## src/design/ansi_color_text_cell_writer_defines.svh

```systemverilog
// Assertion macros for the ANSI color text cell writer.
// Included by the modules that carry concurrent checks; no other dependencies.
`ifndef ANSI_COLOR_TEXT_CELL_WRITER_DEFINES_SVH
`define ANSI_COLOR_TEXT_CELL_WRITER_DEFINES_SVH
`ifndef SYNTHESIS
`define ACCTW_ASSERT(lbl, clk, rst, prop, msg) \
   lbl: assert property (@(posedge clk) disable iff (rst) (prop)) else $error(msg);
`define ACCTW_ASSERT_NEXT(lbl, clk, rst, ante, cons, msg) \
   lbl: assert property (@(posedge clk) disable iff (rst) (ante) |=> (cons)) else $error(msg);
`else
`define ACCTW_ASSERT(lbl, clk, rst, prop, msg)
`define ACCTW_ASSERT_NEXT(lbl, clk, rst, ante, cons, msg)
`endif
`endif

```

## src/design/acctw_pkg.sv

```systemverilog
// Shared types, constants and SGR decode helpers for the ANSI color text cell writer.
// No dependencies.
`default_nettype none
package acctw_pkg;

   typedef enum logic [1:0] {
      MODE_GROUND,
      MODE_ESC,
      MODE_PARAMS
   } mode_type;

   typedef enum logic {
      CSR_INVERT  = 1'b0,
      CSR_COLUMNS = 1'b1
   } csr_index_type;

   localparam logic [7:0] CH_ESC      = 8'h1B;
   localparam logic [7:0] CH_NL       = 8'h0A;
   localparam logic [7:0] CH_LBRACKET = 8'h5B;
   localparam logic [7:0] CH_SEMI     = 8'h3B;
   localparam logic [7:0] CH_M        = 8'h6D;
   localparam logic [7:0] CH_ZERO     = 8'h30;
   localparam logic [7:0] CH_NINE     = 8'h39;
   localparam logic [7:0] CH_SPACE    = 8'h20;

   localparam logic [7:0] DIGIT_MAX   = 8'd255;

   localparam logic [7:0] SGR_FG_LO   = 8'd30;
   localparam logic [7:0] SGR_FG_HI   = 8'd40;
   localparam logic [7:0] SGR_BG_LO   = 8'd40;
   localparam logic [7:0] SGR_BG_HI   = 8'd50;
   localparam logic [7:0] SGR_BFG_LO  = 8'd90;
   localparam logic [7:0] SGR_BFG_HI  = 8'd100;
   localparam logic [7:0] SGR_BFG_OFS = 8'd9;

   localparam logic [4:0] FG_NORMAL   = 5'd7;
   localparam logic [3:0] BG_NORMAL   = 4'd0;
   localparam logic [4:0] FG_INVERTED = 5'd0;
   localparam logic [3:0] BG_INVERTED = 4'd7;
   localparam logic [7:0] COLUMNS_RESET = 8'd80;

   typedef struct packed {
      logic       fg_hit;
      logic       fg_dflt;
      logic [4:0] fg_val;
      logic       bg_hit;
      logic       bg_dflt;
      logic [3:0] bg_val;
   } sgr_type;

   typedef struct packed {
      logic    print;
      logic    newline;
      logic    apply;
      sgr_type sgr;
   } ev_type;

   typedef struct packed {
      logic          en;
      csr_index_type index;
      logic [7:0]    data;
   } csr_wr_type;

   typedef struct packed {
      logic [15:0] row;
      logic [7:0]  column;
      logic [6:0]  char_code;
      logic [4:0]  fg_index;
      logic [3:0]  bg_index;
   } cell_type;

   function automatic sgr_type sgr_decode(logic [7:0] code);
      sgr_type s;
      s = '0;
      if (code == 8'd0) begin
         s.fg_hit  = 1'b1;
         s.fg_dflt = 1'b1;
         s.bg_hit  = 1'b1;
         s.bg_dflt = 1'b1;
      end else if (code >= SGR_FG_LO && code < SGR_FG_HI) begin
         s.fg_hit = 1'b1;
         s.fg_val = 5'(code - SGR_FG_LO);
      end else if (code >= SGR_BG_LO && code < SGR_BG_HI) begin
         s.bg_hit = 1'b1;
         s.bg_val = 4'(code - SGR_BG_LO);
      end else if (code >= SGR_BFG_LO && code < SGR_BFG_HI) begin
         s.fg_hit = 1'b1;
         s.fg_val = 5'(code - SGR_BFG_LO + SGR_BFG_OFS);
      end
      return s;
   endfunction

   // earlier parameter wins: a later one only fills the fields that the earlier one left unset
   function automatic sgr_type sgr_merge(sgr_type first, sgr_type later);
      sgr_type r;
      r = first;
      if (!first.fg_hit) begin
         r.fg_hit  = later.fg_hit;
         r.fg_dflt = later.fg_dflt;
         r.fg_val  = later.fg_val;
      end
      if (!first.bg_hit) begin
         r.bg_hit  = later.bg_hit;
         r.bg_dflt = later.bg_dflt;
         r.bg_val  = later.bg_val;
      end
      return r;
   endfunction

endpackage
`default_nettype wire

```

## src/design/acctw_parser.sv

```systemverilog
// Escape sequence parser: tracks plain text, ESC and parameter list modes.
// Depends on acctw_pkg.
`default_nettype none
module acctw_parser #(
   parameter int MAX_PARAMS = 5
) (
   input  wire logic             clock,
   input  wire logic             reset,
   input  wire logic             fire,
   input  wire logic [7:0]       text_byte,
   output acctw_pkg::ev_type     ev
);
   import acctw_pkg::*;

   localparam int CW = $clog2(MAX_PARAMS + 1);
   localparam logic [CW-1:0] CNT_LAST = CW'(MAX_PARAMS);

   mode_type      mode_ff, mode_in;
   logic [CW-1:0] cnt_ff, cnt_in;
   logic [7:0]    acc_ff, acc_in;
   sgr_type       pend_ff, pend_in;

   logic          is_digit;
   logic [11:0]   acc_ext;
   logic [11:0]   prod;
   logic [7:0]    acc_sat;
   logic [CW-1:0] cnt_inc;
   sgr_type       merged;

   always_comb begin
      is_digit = (text_byte >= CH_ZERO) && (text_byte <= CH_NINE);
      acc_ext  = {4'd0, acc_ff};
      prod     = (acc_ext << 3) + (acc_ext << 1) + {8'd0, 4'(text_byte - CH_ZERO)};
      acc_sat  = (prod > {4'd0, DIGIT_MAX}) ? DIGIT_MAX : prod[7:0];
      cnt_inc  = cnt_ff + CW'(1);
      merged   = sgr_merge(pend_ff, sgr_decode(acc_ff));
   end

   always_comb begin
      mode_in = mode_ff;
      cnt_in  = cnt_ff;
      acc_in  = acc_ff;
      pend_in = pend_ff;
      ev      = '0;
      unique case (mode_ff)
         MODE_GROUND: begin
            if (text_byte == CH_ESC) begin
               mode_in = MODE_ESC;
            end else if (text_byte == CH_NL) begin
               ev.newline = 1'b1;
            end else if (!text_byte[7] && text_byte >= CH_SPACE) begin
               ev.print = 1'b1;
            end
         end
         MODE_ESC: begin
            if (text_byte == CH_LBRACKET) begin
               mode_in = MODE_PARAMS;
               cnt_in  = '0;
               acc_in  = '0;
               pend_in = '0;
            end else begin
               mode_in = MODE_GROUND;
            end
         end
         MODE_PARAMS: begin
            if (is_digit) begin
               acc_in = acc_sat;
            end else if (text_byte == CH_SEMI) begin
               pend_in = merged;
               cnt_in  = cnt_inc;
               acc_in  = '0;
               if (cnt_inc == CNT_LAST) begin
                  mode_in = MODE_GROUND;
               end
            end else begin
               if (text_byte == CH_M) begin
                  ev.apply = 1'b1;
                  ev.sgr   = merged;
               end
               mode_in = MODE_GROUND;
               cnt_in  = '0;
               acc_in  = '0;
            end
         end
         default: begin
            mode_in = MODE_GROUND;
         end
      endcase
      if (!fire) begin
         ev = '0;
      end
   end

   always_ff @(posedge clock) begin
      if (reset) begin
         mode_ff <= MODE_GROUND;
         cnt_ff  <= '0;
         acc_ff  <= '0;
         pend_ff <= '0;
      end else if (fire) begin
         mode_ff <= mode_in;
         cnt_ff  <= cnt_in;
         acc_ff  <= acc_in;
         pend_ff <= pend_in;
      end
   end

endmodule
`default_nettype wire

```

## src/design/acctw_cell_gen.sv

```systemverilog
// Cursor, color and configuration registers; builds the cell word for a printable byte.
// Depends on acctw_pkg.
`default_nettype none
module acctw_cell_gen (
   input  wire logic                 clock,
   input  wire logic                 reset,
   input  wire logic                 fire,
   input  acctw_pkg::ev_type         ev,
   input  wire logic [6:0]           char_code,
   input  acctw_pkg::csr_wr_type     csr,
   output logic                      emit,
   output acctw_pkg::cell_type       word
);
   import acctw_pkg::*;

   logic        invert_ff, invert_in;
   logic [7:0]  cols_ff, cols_in;
   logic [15:0] row_ff, row_in;
   logic [7:0]  col_ff, col_in;
   logic [4:0]  fg_ff, fg_in;
   logic [3:0]  bg_ff, bg_in;
   logic [4:0]  dflt_fg;
   logic [3:0]  dflt_bg;

   always_comb begin
      dflt_fg = invert_ff ? FG_INVERTED : FG_NORMAL;
      dflt_bg = invert_ff ? BG_INVERTED : BG_NORMAL;
      emit    = fire && ev.print && (col_ff < cols_ff);

      word.row       = row_ff;
      word.column    = col_ff;
      word.char_code = char_code;
      word.fg_index  = fg_ff;
      word.bg_index  = bg_ff;

      invert_in = invert_ff;
      cols_in   = cols_ff;
      row_in    = row_ff;
      col_in    = col_ff;
      fg_in     = fg_ff;
      bg_in     = bg_ff;

      if (csr.en) begin
         unique case (csr.index)
            CSR_INVERT: begin
               invert_in = csr.data[0];
               fg_in     = csr.data[0] ? FG_INVERTED : FG_NORMAL;
               bg_in     = csr.data[0] ? BG_INVERTED : BG_NORMAL;
            end
            CSR_COLUMNS: begin
               cols_in = csr.data;
            end
            default: begin
               cols_in = cols_ff;
            end
         endcase
      end else begin
         if (ev.newline) begin
            row_in = row_ff + 16'd1;
            col_in = '0;
         end
         if (emit) begin
            col_in = col_ff + 8'd1;
         end
         if (ev.apply && ev.sgr.fg_hit) begin
            fg_in = ev.sgr.fg_dflt ? dflt_fg : ev.sgr.fg_val;
         end
         if (ev.apply && ev.sgr.bg_hit) begin
            bg_in = ev.sgr.bg_dflt ? dflt_bg : ev.sgr.bg_val;
         end
      end
   end

   always_ff @(posedge clock) begin
      if (reset) begin
         invert_ff <= 1'b0;
         cols_ff   <= COLUMNS_RESET;
         row_ff    <= '0;
         col_ff    <= '0;
         fg_ff     <= FG_NORMAL;
         bg_ff     <= BG_NORMAL;
      end else begin
         invert_ff <= invert_in;
         cols_ff   <= cols_in;
         row_ff    <= row_in;
         col_ff    <= col_in;
         fg_ff     <= fg_in;
         bg_ff     <= bg_in;
      end
   end

endmodule
`default_nettype wire

```

## src/design/ansi_color_text_cell_writer.sv

```systemverilog
// Top level of the ANSI color text cell writer: input register, parser, cell generator,
// result register. Depends on acctw_pkg, acctw_parser, acctw_cell_gen and the defines header.
//
// Takes one terminal byte per clock for as long as rsp_ready stays high and returns one
// cell word (row, column, character, foreground and background palette index) per visible
// printable byte. Each byte passes through the input register and then the result register
// before its cell word appears on rsp_. Parser and cursor state update once per accepted
// byte, which sets that rate. Bytes that produce no cell (controls, escape sequences,
// clipped text) still occupy the input register. Configuration writes on csr_ are always
// taken at once; write them only while the block is quiet.
// MAX_PARAMS (1..16) bounds the SGR parameter list.
`default_nettype none
module ansi_color_text_cell_writer #(
   parameter int MAX_PARAMS = 5
) (
   input  wire logic        clock,
   input  wire logic        reset,
   input  wire logic        req_valid,
   output logic             req_ready,
   input  wire logic [7:0]  req_text_byte,
   output logic             rsp_valid,
   input  wire logic        rsp_ready,
   output logic [15:0]      rsp_row,
   output logic [7:0]       rsp_column,
   output logic [6:0]       rsp_char_code,
   output logic [4:0]       rsp_fg_index,
   output logic [3:0]       rsp_bg_index,
   input  wire logic        csr_valid,
   output logic             csr_ready,
   input  wire logic        csr_index,
   input  wire logic [7:0]  csr_wdata
);
   import acctw_pkg::*;
`include "ansi_color_text_cell_writer_defines.svh"

   logic       s1_valid_ff, s1_valid_in;
   logic [7:0] s1_byte_ff, s1_byte_in;
   logic       out_valid_ff, out_valid_in;
   cell_type   out_cell_ff, out_cell_in;

   logic       out_free;
   logic       s1_fire;
   logic       req_fire;
   logic       emit;
   ev_type     ev;
   cell_type   word;
   csr_wr_type csr;

   always_comb begin
      out_free  = !out_valid_ff || rsp_ready;
      s1_fire   = s1_valid_ff && out_free;
      req_ready = !s1_valid_ff || s1_fire;
      req_fire  = req_valid && req_ready;
      csr_ready = 1'b1;

      csr.en    = csr_valid;
      csr.index = csr_index_type'(csr_index);
      csr.data  = csr_wdata;

      s1_valid_in = s1_valid_ff;
      s1_byte_in  = s1_byte_ff;
      if (req_fire) begin
         s1_valid_in = 1'b1;
         s1_byte_in  = req_text_byte;
      end else if (s1_fire) begin
         s1_valid_in = 1'b0;
      end

      out_valid_in = out_valid_ff;
      out_cell_in  = out_cell_ff;
      if (emit) begin
         out_valid_in = 1'b1;
         out_cell_in  = word;
      end else if (rsp_ready) begin
         out_valid_in = 1'b0;
      end

      rsp_valid     = out_valid_ff;
      rsp_row       = out_cell_ff.row;
      rsp_column    = out_cell_ff.column;
      rsp_char_code = out_cell_ff.char_code;
      rsp_fg_index  = out_cell_ff.fg_index;
      rsp_bg_index  = out_cell_ff.bg_index;
   end

   acctw_parser #(
      .MAX_PARAMS(MAX_PARAMS)
   ) u_parser (
      .clock    (clock),
      .reset    (reset),
      .fire     (s1_fire),
      .text_byte(s1_byte_ff),
      .ev       (ev)
   );

   acctw_cell_gen u_cell_gen (
      .clock    (clock),
      .reset    (reset),
      .fire     (s1_fire),
      .ev       (ev),
      .char_code(s1_byte_ff[6:0]),
      .csr      (csr),
      .emit     (emit),
      .word     (word)
   );

   always_ff @(posedge clock) begin
      if (reset) begin
         s1_valid_ff  <= 1'b0;
         out_valid_ff <= 1'b0;
      end else begin
         s1_valid_ff  <= s1_valid_in;
         out_valid_ff <= out_valid_in;
      end
      s1_byte_ff  <= s1_byte_in;
      out_cell_ff <= out_cell_in;
   end

   `ACCTW_ASSERT(a_char_printable, clock, reset, rsp_valid |-> (rsp_char_code >= 7'h20), "non-printable char in cell word")
   `ACCTW_ASSERT(a_color_range, clock, reset, rsp_valid |-> ((rsp_fg_index <= 5'd18) && (rsp_bg_index <= 4'd9)), "palette index out of range")
   `ACCTW_ASSERT(a_ready_blocked, clock, reset, !req_ready |-> (s1_valid_ff && out_valid_ff && !rsp_ready), "input stalled without cause")
   `ACCTW_ASSERT_NEXT(a_emit_lands, clock, reset, emit, rsp_valid, "emitted cell not presented")
   `ACCTW_ASSERT_NEXT(a_no_phantom, clock, reset, (!emit && rsp_valid && rsp_ready), !rsp_valid, "cell word repeated or invented")

endmodule
`default_nettype wire
```

## config.mk

```make
export PLATFORM = sky130hd
export DESIGN_NAME = ansi_color_text_cell_writer
export DESIGN_NICKNAME = d
export VERILOG_FILES = /design/src/design/acctw_pkg.sv /design/src/design/acctw_parser.sv /design/src/design/acctw_cell_gen.sv /design/src/design/ansi_color_text_cell_writer.sv
export VERILOG_INCLUDE_DIRS = /design/src /design/src/design
export SDC_FILE = /design/constraint.sdc
export NUM_CORES = 1
export LEC_CHECK = 0
export BUFFER_PORTS_ARGS = -buffer_cell sky130_fd_sc_hd__buf_2
export CAP_MARGIN = 15
export CORE_MARGIN = 5
export CORE_UTILIZATION = 49
export CTS_CLUSTER_DIAMETER = 150
export CTS_CLUSTER_SIZE = 24
export DETAILED_ROUTE_END_ITERATION = 12
export GPL_TIMING_DRIVEN = 0
export PLACE_DENSITY = 0.69
export SYNTH_ARGS = -nofsm -noshare
export SYNTH_HDL_FRONTEND = slang
export SYNTH_SLANG_ARGS = --single-unit
```

## constraint.sdc

```tcl
create_clock -name clock -period 5.58 [get_ports clock]
set_clock_uncertainty 0.2 [all_clocks]
set_input_delay 0.279 -clock clock [delete_from_list [all_inputs] [get_ports clock]]
set_output_delay 0.279 -clock clock [all_outputs]
set_load 0.01 [all_outputs]
```

==> impl_metrics.toml, run 1 <==
[floorplanning]
pin_count = 65
core-area_um2 = 11500
die_height_um = 118
initial_core_util = 0.500
die_area_um2 = 14000
die_x_um = 118
row_count = 39

[timing]
rsz0062_at_grt = "false"
final_max_slew_viol_count = 0
fmax_mhz = 299
period_minus_slack_ns = 3.34
finalHoldViolCount = 0
fin_setup_tns_ns = 0
tightest_slew_ns = 0.768
fin_crit_sh = 0.599
setup_violations = 0
slew_headroom = 0.487

[yosys]
synth_mux_area_frac = 0.00872
synthArstFlopShare = 0
ys.flop_type = "dfxtp_1"
synth_compound_area_frac = 0.154
synth_cells = 566
synth.avg_cell_area_um2 = 10.1
synthAdderAreaFrac = 0.0833
ys_seq_elements = 118
synth_fp_nets = 625
synth-xor-area-share = 0.0366
synth-simple-area-share = 0.183
synth_warnings = 0
netlist_area_um2 = 5740
ys_types = 69
synth_area_leaders = "edfxtp_1 25%, dfxtp_1 24%, ha_1 7.6%"
yosysSeqAreaShare = 0.496
yosysTopAreaCell = "edfxtp_1"
synth_top_cell_area_share = 0.251
synth_edf_count = 48
synth_top_family_by_area = "simple AND/OR/NAND/NOR gates"

[setup_path]
cp-end-kind = "flop"
criticalPathCategory = "flop to flop"
required_ns = 5.64
arrival_ns = 3.40
cp_max_fo = 9
start_kind = "flop"

[grt]
gr-usage-all-layers = 0.198
grt_pass1_vias = 4609
grt_pass1_wl_um = 22600
overflow = 0
grt_max_degree = 24
antenna_found_initial = 0

[clock_tree]
cts_sinks = 118
clkLatencyLatePin_ns = 0.42
cts_root_buf = "clkbuf_16"
cts_buffer_depth = 2
post_cts_buffers = 0
post_cts_resized = 0
path_clk_slew_ns = 0.06
postCtsHoldBufs = 17
cts_buffers = 17
htree_levels = 4
tritoncts = "built"

[placed_design]
dp_hpwl_um = 9760
place_inst = 772
io_buffers = 62
placed_cell_area_um2 = 6260
routabilityCongestion = 0.907

[route]
drc = 0
wl_per_cell_um = 16.3
dr.first_iter.drc_count = 262
routed_wl_um = 13400
num_vias = 4564
antenna_left = 0
via_per_inst = 5.56
dr.pass1.iters = 5

[power]
ir_drop_v = 0.000240
leakage_nw = 2.79
p_per_area_nw_per_um2 = 301

[layout]
stdcell_count = 821
stdcell_area_um2 = 7050
fin_nets = 724
num_antenna_cells = 0
drive_gt1_frac = 0.177
syn_to_final_growth_pct = 22.9

[outcome]
status = "completed"

[min_path]
hp-class = "primary input to flop"

[run]
max_cap_viol_count = 0
[through the flow]
step | setup slack, ns | total power, mW | hold slack, ns | util
final | 2.24 | 2.12 | 0.0206 | 0.615
after global routing | 2.04 | 2.19 | 0.0558 | 0.615
after CTS | 2.22 | 2.14 | 0.0110 | 0.615
after detailed placement | 2.24 | 1.01 | 0.222 | 0.546
after global placement | 0.652 | 1.01 | 0.218 | 0.543
after floorplan | 1.60 | 0.979 | 0.178 | -
[cells by family after synthesis]
| group | count (synthesis) |
|---|---|
| AND/OR/NAND/NOR | 204 |
| AO/OA/AOI/OAI | 124 |
| multiplexers | 5 |
| XOR/XNOR | 24 |
| adder cells (fa/ha/maj) | 37 |
| other | 1 |
| flip-flops | 118 |
| buffers and inverters | 53 |
[flip-flops by register name, indices dropped and copies added, names as in the netlist, 7 cells and up]
name and flops:
s1_byte_ff 8, u_parser.pend_ff 13, u_cell_gen.cols_ff 8, u_parser.acc_ff 8, rsp_char_code 7, rsp_row 16, u_cell_gen.row_ff 16, u_cell_gen.col_ff 8
rsp_column 8
[routing by layer]
layer / vias up / part of all wire / GRT usage / routed length, µm
li1: 2265 / - / - / -
met1: 2170 / 0.46 / 0.261 / 6210
met5: - / 0 / 0 / 0
met3: 14 / 0.057 / 0.0597 / 761
met2: 115 / 0.47 / 0.313 / 6230
met4: 0 / 0.012 / 0.0638 / 165
[worst max-delay path, stage by stage (launching register included)]
cell	delay, ns
dfxtp_1	0.56
fa_1	0.53
ha_1	0.32
a21o_1	0.17
a21oi_1	0.22
o21bai_1	0.11
or3_1	0.37
a211oi_2	0.53
a221oi_1	0.17
[report_power, final]
part	switching (mW)	internal [mW]	leakage, nW
combinational	0.0460	0.0338	1.44
sequential	0.0108	0.912	1.06
clock	0.386	0.735	0.300
[path summary, 6_finish.rpt]
check | startpoint | end | slack [ns] | cells past startpoint
worst max-delay path | u_parser.acc_ff[0] | u_parser.acc_ff[7] | 2.24 | 8
worst min-delay path | reset | u_cell_gen.col_ff[4] | 0.02 | 3
worst min register to register | u_cell_gen.bg_ff[1] | rsp_bg_index[1] | 0.23 | 0
worst max register to register | u_parser.acc_ff[0] | u_parser.acc_ff[7] | 2.24 | 8
[layout by cell type (no fill, tap or decap), drive strengths merged, types with 14 or more instances in the layout]
master        n
a21oi        38
buf          71
clkbuf       33
dfxtp        70
dlygate4sd3  17
edfxtp       48
ha           35
inv          33
nand2        56
nand3        19
nor2         52
o21ai        16
xnor2        14
[Yosys cell counts (all sizes together) (3+ instances only)]
master,n
a2111oi,3
a211o,3
a211oi,5
a21o,7
a21oi,38
a221o,3
a221oi,11
a22oi,9
a31oi,3
and2,5
and3,5
buf,8
clkbuf,13
dfxtp,70
edfxtp,48
ha,35
inv,32
mux2i,5
nand2,56
nand2b,13
nand3,19
nand3b,9
nand4,9
nand4b,3
nor2,52
nor2b,4
nor3,9
nor4,4
o211ai,3
o21ai,16
o31ai,5
or3,6
or4,4
xnor2,14
xor2,10
[cell type report]
class / count / area [µm²]
Clock inverter: 12 / 150
Multi-Input combinational cell: 395 / 2690
Fill cell: 955 / 4420
Sequential cell: 118 / 2840
Clock buffer: 20 / 467
Inverter: 32 / 120
Buffer: 21 / 98.8
Timing Repair Buffer: 80 / 508
Tap cell: 143 / 179
(Power assumes the default switching activity.)
==> run 2, diff against run 1 <==
ABC_AREA = 1   (was default)
PLACE_DENSITY = 0.71   (was 0.69)
clock period = 3 ns   (was 5.58 ns; I/O delays follow)
==> impl_metrics.toml, run 2 <==
[route]
antenna_left = 0
num_vias = 5117
dr.pass1.iters = 6
dr.first_iter.drc_count = 394
drc = 0
wl_per_cell_um = 13.9
via_per_inst = 5.16
routed_wl_um = 13700

[yosys]
yosysTopAreaCell = "edfxtp_1"
synth_area_leaders = "edfxtp_1 24%, dfxtp_1 23%, nand2_1 12%"
yosysSeqAreaShare = 0.474
synth_warnings = 0
ys_seq_elements = 118
synth_most_common_cell = "nand2_1"
synth_top_cell_area_share = 0.240
ys.flop_type = "dfxtp_1"
synth_cells = 724
synth_edf_count = 48
synth.avg_cell_area_um2 = 8.28
synthArstFlopShare = 0
netlist_area_um2 = 6000
synth_fp_nets = 783
ys_types = 43
synth_commonest_cells = "188 x nand2_1, 73 x inv_1, 70 x dfxtp_1"

[grt]
grt_pass1_wl_um = 23200
overflow = 0
antenna_found_initial = 0
grt_max_degree = 41
gr-usage-all-layers = 0.200
grt_pass1_vias = 5003

[timing]
rsz0062_at_grt = "false"
fin_setup_tns_ns = 0
final_max_slew_viol_count = 0
finalHoldViolCount = 0
hold_ws_ns = 0.224
fmax_mhz = 364
period_minus_slack_ns = 2.74
fin_crit_sh = 0.915
tightest_slew_ns = 0.642
setup_violations = 0
slew_headroom = 0.572

[clock_tree]
cts_buffers = 17
clkLatencyLatePin_ns = 0.42
htree_levels = 4
tritoncts = "built"
cts_sinks = 118
cts_root_buf = "clkbuf_16"
cts_buffer_depth = 2
path_clk_slew_ns = 0.05
post_cts_buffers = 0

[layout]
fin_util = 0.611
fin_nets = 890
num_antenna_cells = 0
stdcell_area_um2 = 7340
final_cell_mix = "188 x nand2_1, 72 x inv_1, 70 x dfxtp_1, 67 x buf_2, 66 x a21oi_1"
syn_to_final_growth_pct = 22.4
final_common_cell = "nand2_1"
drive_gt1_frac = 0.137

[power]
finalPower_mw = 3.91
ir_drop_v = 0.000261
leakage_nw = 3.16
p_per_area_nw_per_um2 = 532

[floorplanning]
row_count = 40
die_height_um = 121
core-area_um2 = 12000
die_x_um = 121
die_area_um2 = 14600
initial_core_util = 0.499
pin_count = 65

[placed_design]
routabilityCongestion = 0.880
placed_cell_area_um2 = 6500
io_buffers = 63
dp_hpwl_um = 10000

[setup_path]
r2r-start = "s1_byte_ff[3]"
r2r_setup_slack_ns = 0.26
cp-end-kind = "flop"
reg2reg_to = "u_parser.acc_ff[6]"
start_kind = "flop"
criticalPathCategory = "flop to flop"
required_ns = 3.08
cp_max_fo = 8
arrival_ns = 2.82
r2r_cells = 12

[outcome]
status = "completed"

[min_path]
hp-class = "flop to flop"
hold_path_end = "rsp_bg_index[1]"
worstHoldPathCells = 0
hp-start = "u_cell_gen.bg_ff[1]"

[run]
max_cap_viol_count = 0
## run 2: repair_timing
| action | in CTS | in global routing |
|---|---|---|
| hold buffers | 25 | 0 |
| hold endpoints to repair | 22 | 0 |
| setup endpoints to repair | 0 | 47 |
| gates resized for setup | 0 | 4 |
## run 2: per-stage QoR
stage / setup slack (ns) / instances
finish: 0.255 / 991
global route: 0.00492 / 991
CTS: 0.00791 / 991
detailed placement: 0.0235 / 934
global placement: -0.414 / 934
floorplan: 0.263 / 724
## run 2: worst max-delay path by stage
| stage | from | endpoint | slack, ns | depth (start not counted) |
|---|---|---|---|---|
| global route | u_cell_gen.col_ff[5] | rsp_bg_index[0] | 0.005 | 6 |
| finish | s1_byte_ff[3] | u_parser.acc_ff[6] | 0.26 | 12 |
| global placement | u_cell_gen.col_ff[5] | rsp_bg_index[0] | -0.41 | 6 |
| floorplan | u_cell_gen.col_ff[5] | rsp_bg_index[0] | 0.26 | 6 |
| CTS | u_cell_gen.col_ff[5] | rsp_bg_index[1] | 0.008 | 6 |
| detailed placement | u_cell_gen.col_ff[5] | rsp_bg_index[2] | 0.02 | 6 |
## run 2: report_power, final
group / internal, mW / switching, mW
sequential: 1.70 / 0.0166
combinational: 0.0690 / 0.108
clock: 1.29 / 0.721
total: 3.06 / 0.845
## run 2: per-layer routing
metal | wire, µm | share of wire | global-route usage | up-vias
met1 | 6000 | 0.44 | 0.235 | 2362
li1 | - | - | - | 2631
met3 | 562 | 0.041 | 0.0538 | 22
met5 | 0 | 0 | 0 | -
met2 | 6870 | 0.50 | 0.350 | 102
met4 | 300 | 0.022 | 0.0737 | 0
## run 2: logic make-up after synthesis
logic type               Yosys count  share of synthesized area
adder cells (fa/ha/maj)           37                     0.0797
flip-flops                       118                      0.474
XOR/XNOR                          25                     0.0365
AND/OR/NAND/NOR                  340                      0.246
other                              1                   0.000625
AO/OA/AOI/OAI                    112                      0.102
buffers and inverters             91                     0.0609
## run 2: layout make-up
cell class	instances	area [µm²]
Clock inverter	15	161
Timing Repair Buffer	88	566
Multi-Input combinational cell	515	2790
Fill cell	1037	4670
Inverter	76	290
Tap cell	147	184
Sequential cell	118	2840
Buffer	15	80.1
Clock buffer	17	425
## run 2: worst max-delay path: stages (launching register included)
cell      delay [ns]
edfxtp_1        0.46
fa_1            0.46
ha_1            0.37
a21oi_1         0.22
nand2_1         0.12
nand3_1         0.09
nand2_1         0.06
o21ai_0         0.07
o21ai_0         0.10
inv_1           0.20
nand3_1         0.11
nand2_1         0.09
a21oi_1         0.07
==> run 3, diff against run 2 <==
SKIP_LAST_GASP = 1   (was default)
SYNTH_HIERARCHICAL = 1   (was default)
==> impl_metrics.toml, run 3 <==
[outcome]
status = "completed"

[clock_tree]
cts_buffers = 17
cts_root_buf = "clkbuf_16"
tritoncts = "built"
clkLatencyLatePin_ns = 0.41
htree_levels = 4
cts_sinks = 118
cts_buffer_depth = 2
path_clk_slew_ns = 0.05

[grt]
gr-usage-all-layers = 0.192
grt_pass1_wl_um = 23300
grt_max_degree = 22
overflow = 0
antenna_found_initial = 0
grt_pass1_vias = 5090

[layout]
drive_gt1_frac = 0.227
final_cell_mix = "180 x nand2_1, 91 x inv_1, 67 x dfxtp_1, 65 x buf_2, 55 x a21oi_1"
fin_nets = 937
fin_util = 0.617
final_common_cell = "nand2_1"
syn_to_final_growth_pct = 23.0
num_antenna_cells = 0

[setup_path]
critical_path.max_stage_delay_ns = 0.57
required_ns = 3.05
crit_buf_inv = 0
crit_slowest_cell = "fa_1"
cp-end-kind = "flop"
r2r_setup_slack_ns = 0.18
cp_max_fo = 8
criticalPathCategory = "flop to flop"
crit_chain = "fa_1 > fa_1 > nand2_1 > nand2_1 > nand2_1 > nand2_1 > nand2_1 > nand2_1 > nor2_4 > nand3_1 > nand2_1 > a21oi_1"
r2r_cells = 12
start_kind = "flop"
arrival_ns = 2.87
reg2reg_to = "u_parser/acc_ff[1]"
crit_top_cell = "nand2_1"
r2r-start = "s1_byte_ff[3]"
cpLargestDelayFamily = "adder cells"

[power]
leakage_nw = 3.25
sw_frac_of_total = 0.207
p_int_mw = 3.00
switchingPower_mw = 0.784
ir_drop_v = 0.000385
combinationalPowerShare = 0.046
p_per_area_nw_per_um2 = 481
power_frac_seq = 0.452
clock_power_share = 0.502

[timing]
period_minus_slack_ns = 2.82
tightest_slew_ns = 0.724
finalHoldViolCount = 0
final_max_slew_viol_count = 0
setup_violations = 0
fin_crit_sh = 0.940
fmax_mhz = 355
fin_setup_tns_ns = 0
hold_ws_ns = 0.235
rsz0062_at_grt = "true"
slew_headroom = 0.518

[route]
antenna_left = 0
drc = 0
via_per_inst = 4.97
routed_wl_um = 14200
num_vias = 5294
dr.first_iter.drc_count = 345
wl_per_cell_um = 13.3
dr.pass1.iters = 5

[min_path]
worstHoldPathCells = 0
hp-start = "u_cell_gen/bg_ff[1]"
hold_path_end = "rsp_bg_index[1]"
hp-class = "flop to flop"

[yosys]
synth_area_leaders = "edfxtp_1 23%, dfxtp_1 22%, nand2_1 11%"
yosysTopAreaCell = "edfxtp_1"
synth_warnings = 6
synth_top_cell_area_share = 0.226
synth.avg_cell_area_um2 = 8.37
netlist_area_um2 = 6390
synth_edf_count = 48
synth_most_common_cell = "nand2_1"
synth_cells = 763
synthArstFlopShare = 0
ys.flop_type = "dfxtp_1"
synth_commonest_cells = "181 x nand2_1, 92 x inv_1, 70 x dfxtp_1"
synth_fp_nets = 819
ys_types = 48
yosysSeqAreaShare = 0.445
ys_seq_elements = 118

[floorplanning]
die_height_um = 124
initial_core_util = 0.502
core-area_um2 = 12700
die_x_um = 124
pin_count = 65
die_area_um2 = 15400
row_count = 41

[placed_design]
routabilityCongestion = 0.842
io_buffers = 63
dp_hpwl_um = 9510

[run]
max_cap_viol_count = 0
run 3: final cells by class:
class                           instances  area, µm²
Multi-Input combinational cell        519       3020
Tap cell                              172        215
Timing Repair Buffer                   94        631
Fill cell                            1098       4870
Clock inverter                         11        109
Sequential cell                       118       2850
Timing Repair inverter                  5       35.0
Buffer                                 23        154
Inverter                              103        392
Clock buffer                           21        450
run 3: through the flow:
stage          area (µm²)  std cells  power (mW)  setup slack [ns]
2_1_floorplan        6390        763        1.83             0.108
6_report             7860       1066        3.78             0.179
3_5_place_dp         6920        998        1.88            -0.432
3_3_place_gp         6920        998        1.87            -0.484
4_1_cts              7770       1059        3.81            0.0201
5_1_grt              7860       1066        3.92           -0.0322
run 3: cell families (layout without fill, tap and decap cells):
| family | count (synthesis) | in the layout | synth area share |
|---|---|---|---|
| buffers and inverters | 126 | 257 | 0.0848 |
| AO/OA/AOI/OAI | 112 | 112 | 0.104 |
| XOR/XNOR | 12 | 12 | 0.0165 |
| flip-flops | 118 | 118 | 0.445 |
| other | 1 | 1 | 0.000587 |
| adder cells (fa/ha/maj) | 34 | 34 | 0.0690 |
| AND/OR/NAND/NOR | 360 | 360 | 0.280 |
run 3: power by group through the flow:
stage | logic, mW | registers, mW | clock network (mW)
2_1_floorplan | 0.0892 | 1.74 | 0
3_3_place_gp | 0.135 | 1.74 | 0
3_5_place_dp | 0.136 | 1.74 | 0
4_1_cts | 0.167 | 1.71 | 1.94
5_1_grt | 0.194 | 1.71 | 2.02
6_report | 0.175 | 1.71 | 1.90
run 3: timing repair:
item / in CTS / in global routing
hold buffers: 28 / 0
setup endpoints to repair: 43 / 49
buffers inserted: 0 / 3
hold endpoints to repair: 25 / 0
cloned: 1 / 4
gates resized for setup: 4 / 9
run 3: worst max path at each step:
stage	slack, ns	end	startpoint	depth (start not counted)
4_1_cts	0.02	rsp_bg_index[2]	s1_byte_ff[3]	13
2_1_floorplan	0.11	rsp_bg_index[0]	rsp_valid	9
3_5_place_dp	-0.43	rsp_char_code[0]	s1_valid_ff	9
3_3_place_gp	-0.48	rsp_char_code[0]	rsp_valid	9
6_report	0.18	u_parser/acc_ff[1]	s1_byte_ff[3]	12
5_1_grt	-0.03	u_parser/acc_ff[1]	s1_byte_ff[3]	12
run 3: worst reg2reg max path, stage by stage, from the launching register on:
cell and delay (ns):
edfxtp_1 0.48, fa_1 0.57, fa_1 0.50, nand2_1 0.10, nand2_1 0.09, nand2_1 0.09, nand2_1 0.05, nand2_1 0.06
nand2_1 0.10, nor2_4 0.19, nand3_1 0.10, nand2_1 0.07, a21oi_1 0.07
run 3: layer usage:
metal / vias to the layer above / GRT usage / share of wire
li1: 2732 / - / -
met1: 2416 / 0.226 / 0.43
met2: 114 / 0.334 / 0.50
met3: 32 / 0.0463 / 0.042
met4: 0 / 0.0787 / 0.027
met5: - / 0 / 0
